[src/hw/rtl/ifmd_pkg.sv]
// ----------------------------------------------------------------------------
// ifmd_pkg
// Shared types and constants of the mass dissimilarity forest core.
// ----------------------------------------------------------------------------
`default_nettype none

package ifmd_pkg;

    localparam logic [1:0] CMD_NODE  = 2'd0;
    localparam logic [1:0] CMD_ATTR  = 2'd1;
    localparam logic [1:0] CMD_ROUTE = 2'd2;
    localparam logic [1:0] CMD_QUERY = 2'd3;

    localparam int          MASS_W   = 11;
    localparam int          SIZE_W   = 11;
    localparam int          SATTR_W  = 4;
    localparam int          HGT_W    = 4;
    localparam int          SUM_W    = 16;
    localparam logic [10:0] MASS_MAX = 11'd2047;

    localparam logic [1:0] REG_TREE_COUNT  = 2'd0;
    localparam logic [1:0] REG_TREE_HEIGHT = 2'd1;

    typedef struct packed {
        logic [1:0]         command;
        logic [4:0]         tree;
        logic [8:0]         node;
        logic [3:0]         attribute;
        logic signed [31:0] value;
        logic [10:0]        node_size;
        logic [9:0]         instance_req;
        logic [9:0]         other_instance;
    } item_t;

    typedef struct packed {
        logic [1:0]  kind;
        logic [15:0] mass_sum;
    } result_t;

    // controller to datapath
    typedef struct packed {
        logic item_load;
        logic clr_en;
        logic node_wr;
        logic attr_wr;
        logic start;
        logic rt_eval;
        logic rt_step;
        logic next_tree;
        logic sel_b;
        logic cap_a;
        logic cap_b;
        logic anc_step;
        logic q_add;
        logic out_load;
    } ctrl_t;

    // datapath to controller
    typedef struct packed {
        logic [1:0] cmd;
        logic       clr_last;
        logic       node_ok;
        logic       attr_ok;
        logic       inst_ok;
        logic       no_trees;
        logic       size_zero;
        logic       leaf_stop;
        logic       last_tree;
        logic       anc_equal;
    } stat_t;

endpackage

`default_nettype wire

[src/hw/rtl/ifmd_ctrl.sv]
// ----------------------------------------------------------------------------
// ifmd_ctrl
// Sequencer for clearing, loads, routing walks and ancestor queries.
// ----------------------------------------------------------------------------
`default_nettype none

module ifmd_ctrl
    import ifmd_pkg::*;
(
    input  wire logic  clk,
    input  wire logic  rst_n,
    input  wire logic  item_valid,
    output logic       item_stall,
    output logic       result_valid,
    input  wire logic  result_stall,
    input  wire stat_t stat,
    output ctrl_t      ctrl,
    output logic       busy_clr
);

    localparam logic [3:0] S_CLR  = 4'd0;
    localparam logic [3:0] S_IDLE = 4'd1;
    localparam logic [3:0] S_DEC  = 4'd2;
    localparam logic [3:0] S_RRD  = 4'd3;
    localparam logic [3:0] S_REV  = 4'd4;
    localparam logic [3:0] S_RCMP = 4'd5;
    localparam logic [3:0] S_QRA  = 4'd6;
    localparam logic [3:0] S_QRB  = 4'd7;
    localparam logic [3:0] S_QLB  = 4'd8;
    localparam logic [3:0] S_QANC = 4'd9;
    localparam logic [3:0] S_QADD = 4'd10;
    localparam logic [3:0] S_DONE = 4'd11;

    logic [3:0] state_reg, state_next;
    logic       valid_reg, valid_next;

    always_comb
    begin
        state_next = state_reg;
        ctrl       = '0;
        case (state_reg)
            S_CLR:
            begin
                ctrl.clr_en = 1'b1;
                if (stat.clr_last)
                begin
                    state_next = S_IDLE;
                end
            end
            S_IDLE:
            begin
                if (item_valid)
                begin
                    ctrl.item_load = 1'b1;
                    state_next     = S_DEC;
                end
            end
            S_DEC:
            begin
                ctrl.start = 1'b1;
                state_next = S_DONE;
                case (stat.cmd)
                    CMD_NODE:  ctrl.node_wr = stat.node_ok;
                    CMD_ATTR:  ctrl.attr_wr = stat.attr_ok;
                    CMD_ROUTE:
                    begin
                        if (stat.inst_ok && !stat.no_trees)
                        begin
                            state_next = S_RRD;
                        end
                    end
                    default:
                    begin
                        if (!stat.no_trees)
                        begin
                            state_next = S_QRA;
                        end
                    end
                endcase
            end
            S_RRD:
            begin
                state_next = S_REV;
            end
            S_REV:
            begin
                ctrl.rt_eval = 1'b1;
                if (stat.size_zero || stat.leaf_stop)
                begin
                    ctrl.next_tree = 1'b1;
                    state_next     = stat.last_tree ? S_DONE : S_RRD;
                end
                else
                begin
                    state_next = S_RCMP;
                end
            end
            S_RCMP:
            begin
                ctrl.rt_step = 1'b1;
                state_next   = S_RRD;
            end
            S_QRA:
            begin
                state_next = S_QRB;
            end
            S_QRB:
            begin
                ctrl.cap_a = 1'b1;
                ctrl.sel_b = 1'b1;
                state_next = S_QLB;
            end
            S_QLB:
            begin
                ctrl.cap_b = 1'b1;
                state_next = S_QANC;
            end
            S_QANC:
            begin
                if (stat.anc_equal)
                begin
                    state_next = S_QADD;
                end
                else
                begin
                    ctrl.anc_step = 1'b1;
                end
            end
            S_QADD:
            begin
                ctrl.q_add     = 1'b1;
                ctrl.next_tree = 1'b1;
                state_next     = stat.last_tree ? S_DONE : S_QRA;
            end
            S_DONE:
            begin
                if (!valid_reg || !result_stall)
                begin
                    ctrl.out_load = 1'b1;
                    state_next    = S_IDLE;
                end
            end
            default:
            begin
                state_next = S_IDLE;
            end
        endcase
    end

    always_comb
    begin
        valid_next = valid_reg;
        if (valid_reg && !result_stall)
        begin
            valid_next = 1'b0;
        end
        if (ctrl.out_load)
        begin
            valid_next = 1'b1;
        end
    end

    always_ff @(posedge clk or negedge rst_n)
    begin
        if (!rst_n)
        begin
            state_reg <= S_CLR;
            valid_reg <= 1'b0;
        end
        else
        begin
            state_reg <= state_next;
            valid_reg <= valid_next;
        end
    end

    assign item_stall   = (state_reg != S_IDLE);
    assign result_valid = valid_reg;
    assign busy_clr     = (state_reg == S_CLR);

endmodule

`default_nettype wire

[config.mk]
export PLATFORM = sky130hd
export DESIGN_NAME = ifmd_ctrl
export DESIGN_NICKNAME = d
export VERILOG_FILES = /design/src/hw/rtl/ifmd_pkg.sv /design/src/hw/rtl/ifmd_ctrl.sv
export SDC_FILE = /design/constraint.sdc
export NUM_CORES = 1
export LEC_CHECK = 0
export BUFFER_PORTS_ARGS = -buffer_cell sky130_fd_sc_hd__clkbuf_2
export CAP_MARGIN = 25
export CORE_MARGIN = 2
export CORE_UTILIZATION = 38
export CTS_CLUSTER_DIAMETER = 40
export DETAILED_ROUTE_END_ITERATION = 8
export PLACE_DENSITY = 0.74
export SYNTH_ARGS = -nofsm -noshare
export SYNTH_HDL_FRONTEND = slang
export SYNTH_SLANG_ARGS = --single-unit
[constraint.sdc]
create_clock -name clk -period 1.43 [get_ports clk]
set_input_delay 0.286 -clock clk [delete_from_list [all_inputs] [get_ports clk]]
set_output_delay 0.286 -clock clk [all_outputs]
set_load 0.01 [all_outputs]
==> flow_metrics.py <==
metrics = {
    "timing": {
        "setup_viol": 19,
        "relSlewSlack_pct": 82.2,
        "post-route-min-period_ps": 1690,
        "finalHoldViolations": 0,
        "max_freq_mhz": 590,
        "rsz0062_at_grt": "true",
        "setup_ws_ps": -264,
        "holdWs_ps": 323,
        "period_share_pct": 118,
        "fin_skew_ps": 0.851,
        "slew_violations": 0,
        "worst_pin_slew_ps": 265,
    },
    "place": {
        "portBuffers": 31,
        "dpl.cell_count": 131,
        "pre_cts_ws_ps": -104,
        "dpl_cell_area_um2": 806,
        "place_congestion": 0.864,
        "dp_hpwl_um": 1400,
    },
    "yosys": {
        "synth_top_area_share_pct": 22.8,
        "syn_area_per_cell_um2": 7.21,
        "yosysUniqueCellTypes": 26,
        "postSynthCellCount": 76,
        "syn-cell-area_um2": 548,
        "yosys_warnings": 0,
        "ys_seq_elements": 5,
        "yosysTopAreaCell": "dfrtp_1",
        "yosys-top-cells-area": "dfrtp_1, nor2_1, o21ai_0",
        "ys_seq_area_share_pct": 22.8,
        "synthesis.nets": 91,
    },
    "route": {
        "highest-signal-layer": "met4",
        "dr.first_iter.drc_count": 33,
        "drtPass1Iterations": 4,
        "wl_met1_um": 885,
        "wire_per_inst_um": 15.1,
        "drtAntennaViolNets": 0,
        "vias": 791,
        "wl_met3_um": 136,
        "wirelength_um": 2220,
        "vias_per_cell": 5.38,
        "wl_met2_um": 1150,
        "drcViolationCount": 0,
    },
    "critical_path": {
        "startpoint_type": "flop",
        "crit_arrival_ps": 1410,
        "end_kind": "primary output",
        "critPathRequiredTime_ps": 1140,
        "crit_fanout": 4,
        "crit_type": "reg -> out",
    },
    "run": {
        "cap_violations": 0,
    },
    "final_layout": {
        "stdcell_area_um2": 1080,
        "drive_gt1_share_pct": 65.9,
        "final_cells": 147,
        "area_growth_syn_to_layout_pct": 97.3,
        "fin_util_pct": 82.1,
        "fillers": 86,
        "seq_area_um2": 129,
        "multi_input_area_um2": 450,
        "largest_reg_flops": 4,
        "num_antenna_cells": 0,
        "layout.nets": 148,
    },
    "power": {
        "p_leak_nw": 0.532,
        "ir_drop_uv": 1280,
        "power-per-cell-area_nw_per_um2": 2020,
    },
    "clocking": {
        "cts_tree": "done",
        "cts_root_buffer": "clkbuf_4",
        "cts_max_level": 1,
        "clk_latency_ps": 240,
        "cts_buffers": 3,
        "path_clk_slew_ps": 40,
        "clockBufferDepth": 2,
        "clock-sinks": 5,
    },
    "grt": {
        "grt.total_usage_pct": 22.3,
        "grt_max_degree": 9,
        "grt_pass1_wl_um": 3080,
        "grt.overflow.total": 0,
        "antenna_found_initial": 0,
        "grt_pass1_vias": 707,
    },
    "floorplan": {
        "die_w_um": 42.0,
        "rows": 13,
        "die_y_um": 42.0,
        "core_region_area_um2": 1320,
        "pin_count": 32,
        "dieArea_um2": 1760,
        "initial_core_util_pct": 41.6,
    },
    "run_status": {
        "violations": "setup timing",
        "outcome": "complete, but fails checks",
    },
    "worst_hold_path": {
        "worstHoldPathType": "in -> reg",
    },
}
## path summary, 6_finish.rpt
check	startpoint	to	slack [ps]	cells after the start
min in group asynchronous	rst_n	result_valid	410	2
max in group asynchronous	rst_n	state_reg[2]	870	2
setup reg to reg	state_reg[3]	state_reg[0]	-130	6
setup / recovery	state_reg[3]	ctrl[6]	-260	4
hold reg to reg	result_valid	result_valid	580	2
hold / removal	result_stall	result_valid	320	3
## synth_stat cells (all sizes together)
cell type and instances:
nor4b 1, inv 4, nor3 4, nand2b 5
a21oi 5, a21boi 2, nor4 1, a31oi 1
nand3 5, o22ai 1, buf 8, a211oi 1
o31ai 2, and3 1, nor2 10, a22oi 1
nand2 8, o21ai 7, or3 1, o22a 1
and2b 1, a221o 1, dfrtp 5
## per-layer routing
metal	vias to the layer above	global-route usage [%]
met2	41	39.4
met5	-	0
li1	376	-
met3	6	5.60
met4	0	3.23
met1	368	27.7
## cell usage in the layout, fill, tap and decap left out, drive strengths merged, types with 2 or more instances in the layout
cell type	synthesis	layout
a21boi	2	2
a21oi	5	5
buf	8	41
clkbuf	0	22
dfrtp	5	5
inv	4	4
nand2	8	8
nand2b	5	5
nand3	5	5
nor2	10	10
nor3	4	4
o21ai	7	7
o31ai	2	2
## final cells by class
type / count / area share [%]
Multi-Input combinational cell: 59 / 41.7
Timing Repair Buffer: 60 / 40.6
Clock buffer: 4 / 2.43
Tap cell: 15 / 1.74
Sequential cell: 5 / 11.9
Inverter: 4 / 1.62
## logic make-up after synthesis
kind of cell	count (synthesis)	synth area share (%)
flops	5	22.8
simple gates	37	38.1
buf+inv	12	14.2
compound gates	22	24.9
## timing repair
action / CTS / global route
pin swaps: 3 / 4
gates resized for setup: 24 / 28
buffers inserted: 6 / 6
endpoints found under the hold margin: 5 / 0
gates cloned: 0 / 0
setup endpoints to repair: 16 / 18
hold buffers: 1 / 0
## critical path, stage by stage, from the launching register on
cell,delay [ps]
dfrtp_2,450
nand2b_4,160
or3_4,320
a21oi_2,110
buf_2,130
## report_power, final
| part | switching (W) | internal [W] |
|---|---|---|
| combinational | 0.000829 | 0.000890 |
| clock | 0.0000599 | 0.000106 |
| sequential | 0.0000903 | 0.000208 |
## metrics by stage
step | total power [W] | setup TNS [ps]
floorplan | 0.000990 | -134
global placement | 0.00140 | -46.9
detailed placement | 0.00143 | -148
CTS | 0.00193 | -2460
global route | 0.00232 | -3870
finish | 0.00218 | -2780
Note: power is estimated with default switching activity, not from simulation.
